`config.mk`:
```
export PLATFORM = sky130hd
export DESIGN_NAME = gbmap_ram
export DESIGN_NICKNAME = d
export VERILOG_FILES = /design/src/sv/gbmap_ram.sv
export SDC_FILE = /design/constraint.sdc
export NUM_CORES = 2
export LEC_CHECK = 0
export BUFFER_PORTS_ARGS = -buffer_cell sky130_fd_sc_hd__buf_2
export CAP_MARGIN = 20
export CORE_UTILIZATION = 55
export DETAILED_ROUTE_END_ITERATION = 10
export HOLD_SLACK_MARGIN = 0.12
export PLACE_DENSITY = 0.7
export SYNTH_ARGS = -nofsm -noshare
export SYNTH_HDL_FRONTEND = slang
export SYNTH_SLANG_ARGS = --single-unit
```
`constraint.sdc`:
```
create_clock -name clk -period 4.8 [get_ports clk]
set_clock_uncertainty 0.05 [all_clocks]
set_input_delay 0.96 -clock clk [delete_from_list [all_inputs] [get_ports clk]]
set_output_delay 0.96 -clock clk [all_outputs]
set_load 0.03 [all_outputs]
```
`src/sv/gbmap_ram.sv`:
```
// Generic single-port RAM with registered read.
// No dependencies.
module gbmap_ram #(
	parameter int WIDTH = 16,
	parameter int DEPTH = 256
) (
	input logic clk,
	input logic we,
	input logic [$clog2(DEPTH)-1:0] addr,
	input logic [WIDTH-1:0] wdata,
	output logic [WIDTH-1:0] rdata
);
	logic [WIDTH-1:0] mem_q [DEPTH];

	always_ff @(posedge clk) begin
		if (we)
			mem_q[addr] <= wdata;
		rdata <= mem_q[addr];
	end
endmodule

```
==> out/results.txt <==
Rel. slew slack = 0.191
WL/cell = 34.9 um
setup violators final = 0
sequential cell area fraction in the yosys report = 0.794
outcome = finished, final reports clean
Synth Register Bits = 4112
R2R Path End = rdata[5]$_DFF_P_
FILL cells = 18100
Avg Vias per Cell = 6.70
overall power = 74.5 mW
die area = 285000 um2
Slew @ Worst Pin = 1.21 ns
crit share post-route = 0.798
Mapped Area = 155000 um2
max_cap viols = 0
Critical Path AT = 4.57 ns
Die Ht = 534 um
worst skew pair latency = 0.96 ns
clock sinks = 4112
largest net degree at the start of global routing = 132
final wirelength = 400000 um
first-pass GRT wire length = 570000 um
GRT overflow = 0
GRT Overall Usage = 0.283
vias in the first global route = 76500
# H-tree levels = 5
Antenna Nets Post-Route = 0
CTS tree = built
R2R Setup Slk = 1.65 ns
Worst EP required = 5.54 ns
Vias = 76700
Final Net Count = 7405
type of origin of the critical path = input port
layout cells sized above 1 = 0.306
CTS max path bufs = 4
Tmin final = 3.83 ns
hpwl dp = 235000 um
Crit Path Category = in2reg
setup slack after layout = 0.970 ns
final slew viol count = 0
Post-Syn Nets = 6753
R2R Path Start = mem_q[223][5]$_DFFE_PP_
Synthesis Warnings = 0
Hold Crit Endpoint = mem_q[114][8]$_DFFE_PP_
Mapped Avg Cell Area = 23.1 um2
core area = 280000 um2
TritonCTS Buffers = 401
initial antenna violation count = 20
drt pass-1 iters = 6
VDD IR-drop max = 0.346 mV
distinct cell type count after synthesis = 22
critical path capture point type = register
worst-path maximum fanout = 38
# IOs = 42
# DRC = 0
width of the chip = 534 um
Cells after Synth = 6727
Root Driver = clkbuf_16
min-delay worst type = in2reg
post-place setup slack = 0.105 ns
Hold Buf Count CTS = 0
row count = 194
register area = 123000 um2
area grow syn2layout = 14.5%
Setup Buffers After CTS = 0
P_leak = 55.3 nW
area of the multi-input gates = 30600 um2
CTS resizes = 0
placer's final routability congestion estimate = 0.858
Reg2Reg Depth = 6
starting DRC count in detailed routing = 11100
HP Start = wdata[8]
Starting Density = 0.555
Hold Path Depth = 1
Peak Freq = 261 MHz
Worst-path clk slew = 0.06 ns
PortBufs = 41
Critical Path Start = addr[1]
endpoints failing hold = 0
PD cells = 419 nW/um2
RSZ-0062 raised after global routing = no
cell usage after synthesis:
master / n / share of area
edfxtp_1: 4096 / 0.79
mux4_2: 1024 / 0.15
a22oi_1: 512 / 0.025
a21oi_1: 256 / 0.0082
clkbuf_1: 249 / 0.0060
nor2_1: 232 / 0.0056
buf_2: 76 / 0.0024
o41ai_1: 64 / 0.0036
buf_1: 54 / 0.0013
nor3_1: 30 / 0.00097
nand2_1: 28 / 0.00068
buf_6: 25 / 0.0018
buf_4: 16 / 0.00077
dfxtp_1: 16 / 0.0021
nand4_1: 16 / 0.00064
nand3_1: 13 / 0.00042
nor2b_1: 7 / 0.00028
nand2b_1: 6 / 0.00024
and2_1: 3 / 0.00012
or2_2: 2 / 0.000081
inv_1: 1 / 0.000024
or3_1: 1 / 0.000040
how the worst max path moves through the flow:
stage                         endpoint  slack (ns)  cells after the start
2_1_floorplan  mem_q[145][0]$_DFFE_PP_        1.09                      7
3_3_place_gp          rdata[8]$_DFF_P_       -0.49                     11
3_5_place_dp          rdata[8]$_DFF_P_        0.11                     11
4_1_cts               rdata[8]$_DFF_P_        1.11                     11
5_1_grt               rdata[8]$_DFF_P_        0.98                     11
6_report              rdata[5]$_DFF_P_        0.97                      8
through the flow:
| stage | utilization | instances | TNS, ns | hold slack [ns] | area (um2) |
|---|---|---|---|---|---|
| floorplan | - | 6727 | 0 | 0.769 | 155000 |
| detailed placement | 0.589 | 10700 | 0 | 0.929 | 165000 |
| global placement | 0.588 | 10700 | -0.494 | 0.934 | 165000 |
| global route | 0.635 | 11400 | 0 | 0.450 | 178000 |
| CTS | 0.635 | 11400 | 0 | 0.424 | 178000 |
| finish | 0.635 | 11500 | 0 | 0.414 | 178000 |
area by class of cell:
type | count | area share
Sequential cell | 4112 | 0.693
Antenna cell | 22 | 0.000309
Tap cell | 3724 | 0.0262
Timing Repair Buffer | 669 | 0.0353
Clock buffer | 497 | 0.0587
Multi-Input combinational cell | 2194 | 0.172
Inverter | 1 | 0.0000211
Clock inverter | 235 | 0.0146
critical path, cell delays in order:
cell	delay [ns]
buf_8	0.45
buf_4	0.56
mux4_2	0.38
a22oi_1	0.54
a21oi_1	0.23
o41ai_1	0.96
buf_4	0.31
nand4_1	0.09
sequential cells by signal, indices dropped and copies added (netlist names):
signal and count:
rdata 16, mem_q 4096
where the power goes:
| group | internal [mW] | total [mW] | switching, mW |
|---|---|---|---|
| registers | 39.6 | 39.7 | 0.0848 |
| logic | 1.24 | 3.52 | 2.28 |
| clock network | 17.9 | 31.3 | 13.4 |
layout by cell type, fill, tap and decap left out, types with 14 or more instances in the layout:
master	Yosys	routed
a21oi_1	256	256
a22oi_1	512	512
buf_12	0	94
buf_2	76	27
buf_4	16	530
buf_8	0	17
bufinv_16	0	43
clkbuf_1	249	92
clkbuf_16	0	402
clkinv_1	0	68
clkinv_2	0	75
clkinvlp_4	0	14
dfxtp_1	16	16
diode_2	0	22
edfxtp_1	4096	4096
mux4_2	1024	1024
nand2_1	28	27
nand4_1	16	16
nor2_1	232	212
nor2_2	0	19
nor3_2	0	30
o41ai_1	64	40
o41ai_2	0	24
kinds of logic after synthesis:
group	after synthesis	share of synthesized area
muxes	1024	0.148
DFF	4112	0.794
and+or+nand+nor	338	0.00907
buffers and inverters	421	0.0124
AOI/OAI and AO/OA	832	0.0366
layer usage:
| layer | routed length [um] | share of wire | track usage |
|---|---|---|---|
| met3 | 42100 | 0.11 | 0.0522 |
| met5 | 19 | 0.000047 | 0 |
| met2 | 193000 | 0.48 | 0.446 |
| met1 | 148000 | 0.37 | 0.398 |
| met4 | 17400 | 0.043 | 0.110 |
Note: power is estimated with default switching activity, not from simulation.
