==> config.mk <==
export PLATFORM = sky130hd
export DESIGN_NAME = gbmap_ctrl
export DESIGN_NICKNAME = d
export VERILOG_FILES = /design/src/sv/gbmap_pkg.sv /design/src/sv/gbmap_ctrl.sv
export SDC_FILE = /design/constraint.sdc
export NUM_CORES = 1
export LEC_CHECK = 0
export BUFFER_PORTS_ARGS = -buffer_cell sky130_fd_sc_hd__buf_2
export CAP_MARGIN = 20
export CORE_AREA = 4 4 131 133
export CTS_CLUSTER_DIAMETER = 50
export DETAILED_ROUTE_END_ITERATION = 12
export DIE_AREA = 0 0 135 137
export GPL_ROUTABILITY_DRIVEN = 0
export GPL_TIMING_DRIVEN = 0
export PLACE_DENSITY = 0.8
export SLEW_MARGIN = 40
export SYNTH_ARGS = -nofsm -noshare
export SYNTH_HDL_FRONTEND = slang
export SYNTH_SLANG_ARGS = --single-unit
==> constraint.sdc <==
create_clock -name clk -period 2.8 [get_ports clk]
set_input_delay 0.28 -clock clk [delete_from_list [all_inputs] [get_ports clk]]
set_output_delay 0.28 -clock clk [all_outputs]
set_load 0.05 [all_outputs]
==> src/sv/gbmap_pkg.sv <==
// Shared constants and types for the code map table.
// No dependencies.
package gbmap_pkg;
	localparam int GB_TABLE_DEPTH = 24158;
	localparam int BIG_TABLE_DEPTH = 22719;
	localparam int MAX_CODES = 8;
	localparam int ALT_SLOTS = MAX_CODES - 1;
	localparam int MAIN_DEPTH = GB_TABLE_DEPTH + BIG_TABLE_DEPTH;
	localparam int MA_W = $clog2(MAIN_DEPTH);
	localparam int SLOT_W = $clog2(MAX_CODES);
	localparam int TOT_W = $clog2(MAX_CODES + 1);
	localparam int ALT_DEPTH = MAIN_DEPTH * (2 ** SLOT_W);
	localparam int AA_W = MA_W + SLOT_W;
	localparam int MW_W = SLOT_W + 16;

	localparam logic [15:0] GB_FIRST = 16'hA1A1;
	localparam logic [15:0] GB_LAST = 16'hFEFE;
	localparam logic [15:0] BIG_FIRST = 16'hA140;
	localparam logic [15:0] BIG_LAST = 16'hF9FE;
	localparam logic [15:0] GB_BOX = 16'hA1F5;
	localparam logic [15:0] BIG_BOX = 16'hA1BC;

	localparam logic [1:0] OP_CONVERT = 2'd0;
	localparam logic [1:0] OP_ADD = 2'd1;
	localparam logic [1:0] OP_CLEAR = 2'd2;
	localparam logic [1:0] OP_CLEAR_ALL = 2'd3;

	localparam logic [1:0] ST_OK = 2'd0;
	localparam logic [1:0] ST_UNMAPPED = 2'd1;
	localparam logic [1:0] ST_RANGE = 2'd2;
	localparam logic [1:0] ST_FULL = 2'd3;

	localparam logic [1:0] REG_DEF_BIG5 = 2'd0;
	localparam logic [1:0] REG_DEF_GB = 2'd1;
	localparam logic [1:0] REG_LIMIT = 2'd2;

	typedef struct packed {
		logic we;
		logic [MA_W-1:0] addr;
		logic [MW_W-1:0] wdata;
	} main_req_t;

	typedef struct packed {
		logic we;
		logic [AA_W-1:0] addr;
		logic [15:0] wdata;
	} alt_req_t;
endpackage

==> src/sv/gbmap_ctrl.sv <==
// Sequencer for the code map table: config registers, lookup, add scan,
// clear sweep and result register. Depends on gbmap_pkg.
module gbmap_ctrl (
	input logic clk,
	input logic arst_n,
	input logic s_tvalid,
	output logic s_tready,
	input logic [31:0] s_tdata,
	input logic [2:0] s_tuser,
	output logic m_tvalid,
	input logic m_tready,
	output logic [15:0] m_tdata,
	output logic [1:0] m_tuser,
	output logic m_tlast,
	input logic cfg_we,
	input logic [1:0] cfg_index,
	input logic [15:0] cfg_wdata,
	output gbmap_pkg::main_req_t main_req,
	input logic [gbmap_pkg::MW_W-1:0] main_rdata,
	output gbmap_pkg::alt_req_t alt_req,
	input logic [15:0] alt_rdata
);
	import gbmap_pkg::*;

	localparam logic [2:0] S_IDLE = 3'd0;
	localparam logic [2:0] S_CLR = 3'd1;
	localparam logic [2:0] S_MRD = 3'd2;
	localparam logic [2:0] S_MCHK = 3'd3;
	localparam logic [2:0] S_ACHK = 3'd4;
	localparam logic [2:0] S_EMIT = 3'd5;
	localparam logic [2:0] S_CRD = 3'd6;

	logic [2:0] state_q;
	logic [15:0] def_big_q, def_gb_q;
	logic [3:0] limit_q;
	logic [1:0] op_q;
	logic dir_q;
	logic [15:0] tgt_q;
	logic [MA_W-1:0] entry_q, ptr_q;
	logic clr_reply_q;
	logic [15:0] prim_q;
	logic [SLOT_W-1:0] cnt_q, k_q;
	logic [TOT_W-1:0] total_q;
	logic [15:0] pend_code_q;
	logic [1:0] pend_st_q;
	logic pend_last_q;
	logic ovalid_q;
	logic [15:0] ocode_q;
	logic [1:0] ost_q;
	logic olast_q;

	logic accept;
	logic [1:0] in_op;
	logic in_dir;
	logic [15:0] in_src;
	logic in_ok;
	logic [MA_W-1:0] in_entry;
	logic [15:0] m_prim;
	logic [SLOT_W-1:0] m_cnt;
	logic [TOT_W-1:0] lim, m_total;
	logic [15:0] dflt;
	logic out_free;

	assign in_op = s_tuser[1:0];
	assign in_dir = s_tuser[2];
	assign in_src = s_tdata[15:0];
	assign accept = s_tvalid && s_tready;
	assign s_tready = (state_q == S_IDLE);
	assign out_free = !ovalid_q || m_tready;
	assign m_tvalid = ovalid_q;
	assign m_tdata = ocode_q;
	assign m_tuser = ost_q;
	assign m_tlast = olast_q;
	assign m_prim = main_rdata[15:0];
	assign m_cnt = main_rdata[MW_W-1:16];
	assign dflt = dir_q ? def_gb_q : def_big_q;

	always_comb begin
		if (!in_dir) begin
			in_ok = (in_src >= GB_FIRST) && (in_src <= GB_LAST);
			in_entry = MA_W'(in_src - GB_FIRST);
		end else begin
			in_ok = (in_src >= BIG_FIRST) && (in_src <= BIG_LAST);
			in_entry = MA_W'(GB_TABLE_DEPTH) + MA_W'(in_src - BIG_FIRST);
		end
		if (limit_q == 4'd0)
			lim = TOT_W'(1);
		else if (32'(limit_q) > MAX_CODES)
			lim = TOT_W'(MAX_CODES);
		else
			lim = TOT_W'(limit_q);
		m_total = TOT_W'(m_cnt) + TOT_W'(1);
		if (m_total > lim)
			m_total = lim;
	end

	always_comb begin
		main_req.we = 1'b0;
		main_req.addr = entry_q;
		main_req.wdata = '0;
		alt_req.we = 1'b0;
		alt_req.addr = {entry_q, k_q};
		alt_req.wdata = tgt_q;
		case (state_q)
			S_IDLE: main_req.addr = in_entry;
			S_CLR: begin
				main_req.we = 1'b1;
				main_req.addr = ptr_q;
			end
			S_MCHK: begin
				if (op_q == OP_CLEAR)
					main_req.we = 1'b1;
				else if (op_q == OP_ADD && tgt_q != 16'd0 && m_prim == 16'd0) begin
					main_req.we = 1'b1;
					main_req.wdata = {m_cnt, tgt_q};
				end else if (op_q == OP_ADD && tgt_q != 16'd0 && m_prim != tgt_q
					&& m_cnt == '0) begin
					alt_req.we = 1'b1;
					main_req.we = 1'b1;
					main_req.wdata = {SLOT_W'(1), m_prim};
				end
				alt_req.addr = {entry_q, {SLOT_W{1'b0}}};
			end
			S_ACHK: begin
				if (alt_rdata != tgt_q) begin
					if (k_q + SLOT_W'(1) == cnt_q) begin
						if (32'(cnt_q) < ALT_SLOTS) begin
							alt_req.we = 1'b1;
							alt_req.addr = {entry_q, cnt_q};
							main_req.we = 1'b1;
							main_req.wdata = {cnt_q + SLOT_W'(1), prim_q};
						end
					end else begin
						alt_req.addr = {entry_q, k_q + SLOT_W'(1)};
					end
				end
			end
			default: ;
		endcase
	end

	always_ff @(posedge clk or negedge arst_n) begin
		if (!arst_n) begin
			state_q <= S_CLR;
			ptr_q <= '0;
			clr_reply_q <= 1'b0;
			ovalid_q <= 1'b0;
			def_big_q <= BIG_BOX;
			def_gb_q <= GB_BOX;
			limit_q <= 4'd8;
		end else begin
			if (cfg_we) begin
				case (cfg_index)
					REG_DEF_BIG5: def_big_q <= cfg_wdata;
					REG_DEF_GB: def_gb_q <= cfg_wdata;
					REG_LIMIT: limit_q <= cfg_wdata[3:0];
					default: ;
				endcase
			end
			if (state_q == S_EMIT && out_free)
				ovalid_q <= 1'b1;
			else if (m_tready)
				ovalid_q <= 1'b0;
			case (state_q)
				S_IDLE: begin
					if (accept) begin
						op_q <= in_op;
						dir_q <= in_dir;
						tgt_q <= s_tdata[31:16];
						entry_q <= in_entry;
						if (in_op == OP_CLEAR_ALL) begin
							ptr_q <= '0;
							clr_reply_q <= 1'b1;
							state_q <= S_CLR;
						end else if (!in_ok) begin
							pend_code_q <= (in_op == OP_CONVERT) ?
								(in_dir ? def_gb_q : def_big_q) : 16'd0;
							pend_st_q <= ST_RANGE;
							pend_last_q <= 1'b1;
							state_q <= S_EMIT;
						end else begin
							state_q <= S_MRD;
						end
					end
				end
				S_CLR: begin
					ptr_q <= ptr_q + MA_W'(1);
					if (ptr_q == MA_W'(MAIN_DEPTH - 1)) begin
						pend_code_q <= 16'd0;
						pend_st_q <= ST_OK;
						pend_last_q <= 1'b1;
						state_q <= clr_reply_q ? S_EMIT : S_IDLE;
					end
				end
				S_MRD: state_q <= S_MCHK;
				S_MCHK: begin
					prim_q <= m_prim;
					cnt_q <= m_cnt;
					k_q <= '0;
					total_q <= m_total;
					pend_code_q <= 16'd0;
					pend_st_q <= ST_OK;
					pend_last_q <= 1'b1;
					state_q <= S_EMIT;
					if (op_q == OP_CONVERT) begin
						if (m_prim == 16'd0) begin
							pend_code_q <= dflt;
							pend_st_q <= ST_UNMAPPED;
						end else begin
							pend_code_q <= m_prim;
							pend_last_q <= (m_total == TOT_W'(1));
						end
					end else if (op_q == OP_ADD && tgt_q != 16'd0 && m_prim != 16'd0
						&& m_prim != tgt_q) begin
						if (m_cnt != '0)
							state_q <= S_ACHK;
						else
							state_q <= S_EMIT;
					end
				end
				S_ACHK: begin
					if (alt_rdata == tgt_q) begin
						state_q <= S_EMIT;
					end else if (k_q + SLOT_W'(1) == cnt_q) begin
						if (32'(cnt_q) >= ALT_SLOTS)
							pend_st_q <= ST_FULL;
						state_q <= S_EMIT;
					end else begin
						k_q <= k_q + SLOT_W'(1);
					end
				end
				S_EMIT: begin
					if (out_free) begin
						ocode_q <= pend_code_q;
						ost_q <= pend_st_q;
						olast_q <= pend_last_q;
						state_q <= pend_last_q ? S_IDLE : S_CRD;
					end
				end
				S_CRD: begin
					pend_code_q <= alt_rdata;
					pend_st_q <= ST_OK;
					pend_last_q <= (TOT_W'(k_q) + TOT_W'(2) == total_q);
					k_q <= k_q + SLOT_W'(1);
					state_q <= S_EMIT;
				end
				default: state_q <= S_IDLE;
			endcase
		end
	end
endmodule

==> impl_metrics.json <==
{
  "synth_flop_cell": "edfxtp_1",
  "yosysMostFrequentCell": "edfxtp_1",
  "syn_nets": 883,
  "synth_seq_cells": 156,
  "reg2reg_from": "state_q[0]",
  "clock_power_share": 0.236,
  "p_int_w": 0.00555,
  "worstHoldStart": "s_tdata[25]",
  "holdPathStages": 1,
  "path_cells": "buf_4 > xnor2_1 > nand4_1 > nor4_4 > nor4_4 > buf_4 > a22o_1 > a21o_1 > buf_6",
  "grt-ovfl-total": 0,
  "core_mm2": 0.0158,
  "clk_latency_ps": 450,
  "finalWorstSetupSlack_ps": -371,
  "fin_skew_ps": 17.8,
  "drv_slew": 0,
  "leakagePower_nw": 4.90,
  "fin_total_pwr_w": 0.00967,
  "utilization": 0.735,
  "drt_wl_total_mm": 31.1,
  "floorplan.initialDensity": 0.551,
  "arrival_ps": 2890,
  "nNetsFinal": 1152,
  "cts_max_level": 4,
  "grt_pass1_wl_mm": 42.1,
  "synth_compound_area_frac": 0.129,
  "synth_commonest_cells": "edfxtp_1, nand2_1, mux2_2",
  "tightest_slew_ps": 777,
  "p_switching_w": 0.00412,
  "antenna_found_initial": 6,
  "die-height_um": 137,
  "cp_top_family": "simple AND/OR/NAND/NOR gates",
  "synth_area_leaders": "edfxtp_1, dfrtp_1, mux2_2",
  "violations": "setup timing",
  "finalSetupViolations": 25,
  "hold_viol": 0,
  "cts.sinks": 156,
  "synth.distinct_cells": 74,
  "required_ps": 2520,
  "root_buffer": "clkbuf_16",
  "port_buffers": 180,
  "drc": 0,
  "async_flop_share": 0.365,
  "start_kind": "flop",
  "io_pins": 186,
  "synth-adder-area-share": 0.0258,
  "clockBufferDepth": 2,
  "clkSlewWorstSetupHoldPaths_ps": 80,
  "endpoint_kind": "primary output",
  "pre_cts_ws_ps": -185,
  "slowest_stage": "edfxtp_1",
  "synthCells": 772,
  "crit_buf_inv": 3,
  "cts_tree": "done",
  "setup_tns_ps": -6980,
  "firstDrtPassIters": 8,
  "drtIter0Drc": 1209,
  "max-vdd-ir-drop_uv": 692,
  "synth_mux_area_frac": 0.100,
  "outcome": "finished with violations",
  "timing.slew.headroom": 0.482,
  "via_per_inst": 6.50,
  "routedWlPerCell_um": 24.4,
  "setup.worst_path.class": "reg2out",
  "seq_area_frac_synth": 0.508,
  "die_x_um": 135,
  "slowest_delay_ps": 510,
  "rr_endpoint": "pend_code_q[8]",
  "period_needed_ps": 3170,
  "switching_share": 0.426,
  "yosys_warnings": 0,
  "grt_pass1_vias": 7609,
  "max_freq_mhz": 315,
  "dieArea_mm2": 0.0185,
  "grt_max_degree": 63,
  "rsz0062_at_grt": "true",
  "reg2reg_depth": 7,
  "synth_area_per_cell_um2": 11.3,
  "num_vias": 8271,
  "dp_hpwl_mm": 18.7,
  "syn-cell-area_mm2": 0.00871,
  "period_share": 1.13,
  "power_density_mw_per_mm2": 831,
  "synthXorXnorAreaFrac": 0.0693,
  "synth_top_family_by_area": "simple AND/OR/NAND/NOR gates",
  "numCtsBuffers": 17,
  "rows": 46,
  "syn_to_final_growth_pct": 33.6,
  "critPathMaxFanout": 5,
  "seqPwrFrac": 0.334,
  "r2r_setup_slack_ps": -90,
  "pwr-share-comb": 0.430,
  "synth_top_area_frac": 0.341,
  "synth_simple_gate_area_frac": 0.142,
  "hold_end": "tgt_q[9]",
  "synth_enable_flop_cells": 99,
  "synth_area_leader_cell": "edfxtp_1",
  "max-cap-violations": 0,
  "track_usage": 0.297,
  "drive_gt1_frac": 0.414,
  "hold_path_class": "in2reg",
  "ant_nets": 0
}
## through the flow
| stage | std cells | hold WS (ps) | instance area [µm²] |
|---|---|---|---|
| 2_1_floorplan | 772 | -15.6 | 8740 |
| 3_3_place_gp | 1168 | 402 | 9910 |
| 3_5_place_dp | 1170 | 392 | 9970 |
| 4_1_cts | 1246 | 8.62 | 11200 |
| 5_1_grt | 1273 | -1.87 | 11600 |
| 6_report | 1273 | 3.40 | 11600 |
## layout make-up
class | count | area, µm²
multi-input cells | 565 | 4430
flip-flops and latches | 156 | 4420
fillers | 962 | 4190
repair buffers | 250 | 1680
clock buffers | 17 | 425
well taps | 216 | 270
plain buffers | 38 | 220
clock inverters | 15 | 138
inverters | 13 | 48.8
diodes | 3 | 7.51
## worst max-delay path by stage
| stage | from | to | slack [ps] | cells past startpoint |
|---|---|---|---|---|
| floorplan | s_tdata[1] | main_req[26] | 2 | 8 |
| global placement | arst_n | m_tdata[14] | -460 | 3 |
| detailed placement | state_q[0] | main_req[7] | -190 | 10 |
| CTS | tgt_q[8] | main_req[8] | -50 | 9 |
| global route | tgt_q[11] | main_req[7] | -400 | 9 |
| finish | tgt_q[0] | main_req[4] | -370 | 9 |
## power groups by stage
stage	clock (W)	combinational, W	sequential (W)
final	0.00228	0.00416	0.00323
after detailed placement	0	0.00347	0.00326
after floorplan	0	0.00226	0.00347
after global placement	0	0.00338	0.00325
after CTS	0.00224	0.00376	0.00319
after global routing	0.00236	0.00436	0.00325
## repair_timing
item / CTS / global route
endpoints found under the setup margin: 33 / 36
buffers inserted: 39 / 24
hold buffers: 1 / 0
cloned: 4 / 0
resized for setup: 86 / 55
hold endpoints to repair: 38 / 0
pin swaps: 12 / 28
## state kept, by name, summed over array words and instances, names as in the netlist, 2 cells and up
| signal | flops |
|---|---|
| op_q | 2 |
| m_tdata | 16 |
| k_q | 3 |
| prim_q | 16 |
| entry_q | 16 |
| pend_code_q | 16 |
| pend_st_q | 2 |
| total_q | 4 |
| def_big_q | 16 |
| limit_q | 4 |
| def_gb_q | 16 |
| ptr_q | 16 |
| m_tuser | 2 |
| state_q | 3 |
| cnt_q | 3 |
| tgt_q | 16 |
## cells by family after synthesis
kind of cell,count (synthesis)
buffers and inverters,51
AO/OA/AOI/OAI,162
XOR/XNOR,69
flip-flops,156
multiplexers,81
AND/OR/NAND/NOR,235
adder cells (fa/ha/maj),18
## per-layer routing
metal  wire length, µm  GRT usage
met1             11300      0.392
met3              3400     0.0721
met2             14500      0.469
met4              1830      0.128
met5                34          0
## placed cells by master (no fill, tap or decap), drive strengths merged, types with 31 or more instances in the layout
| cell type | n |
|---|---|
| edfxtp | 99 |
| buf | 264 |
| mux2i | 32 |
| nor2 | 47 |
| clkbuf | 40 |
| nand2 | 73 |
| mux2 | 49 |
| xnor2 | 31 |
| o21ai | 47 |
| dfrtp | 38 |
| xor2 | 38 |
Note: power is estimated with default switching activity, not from simulation.
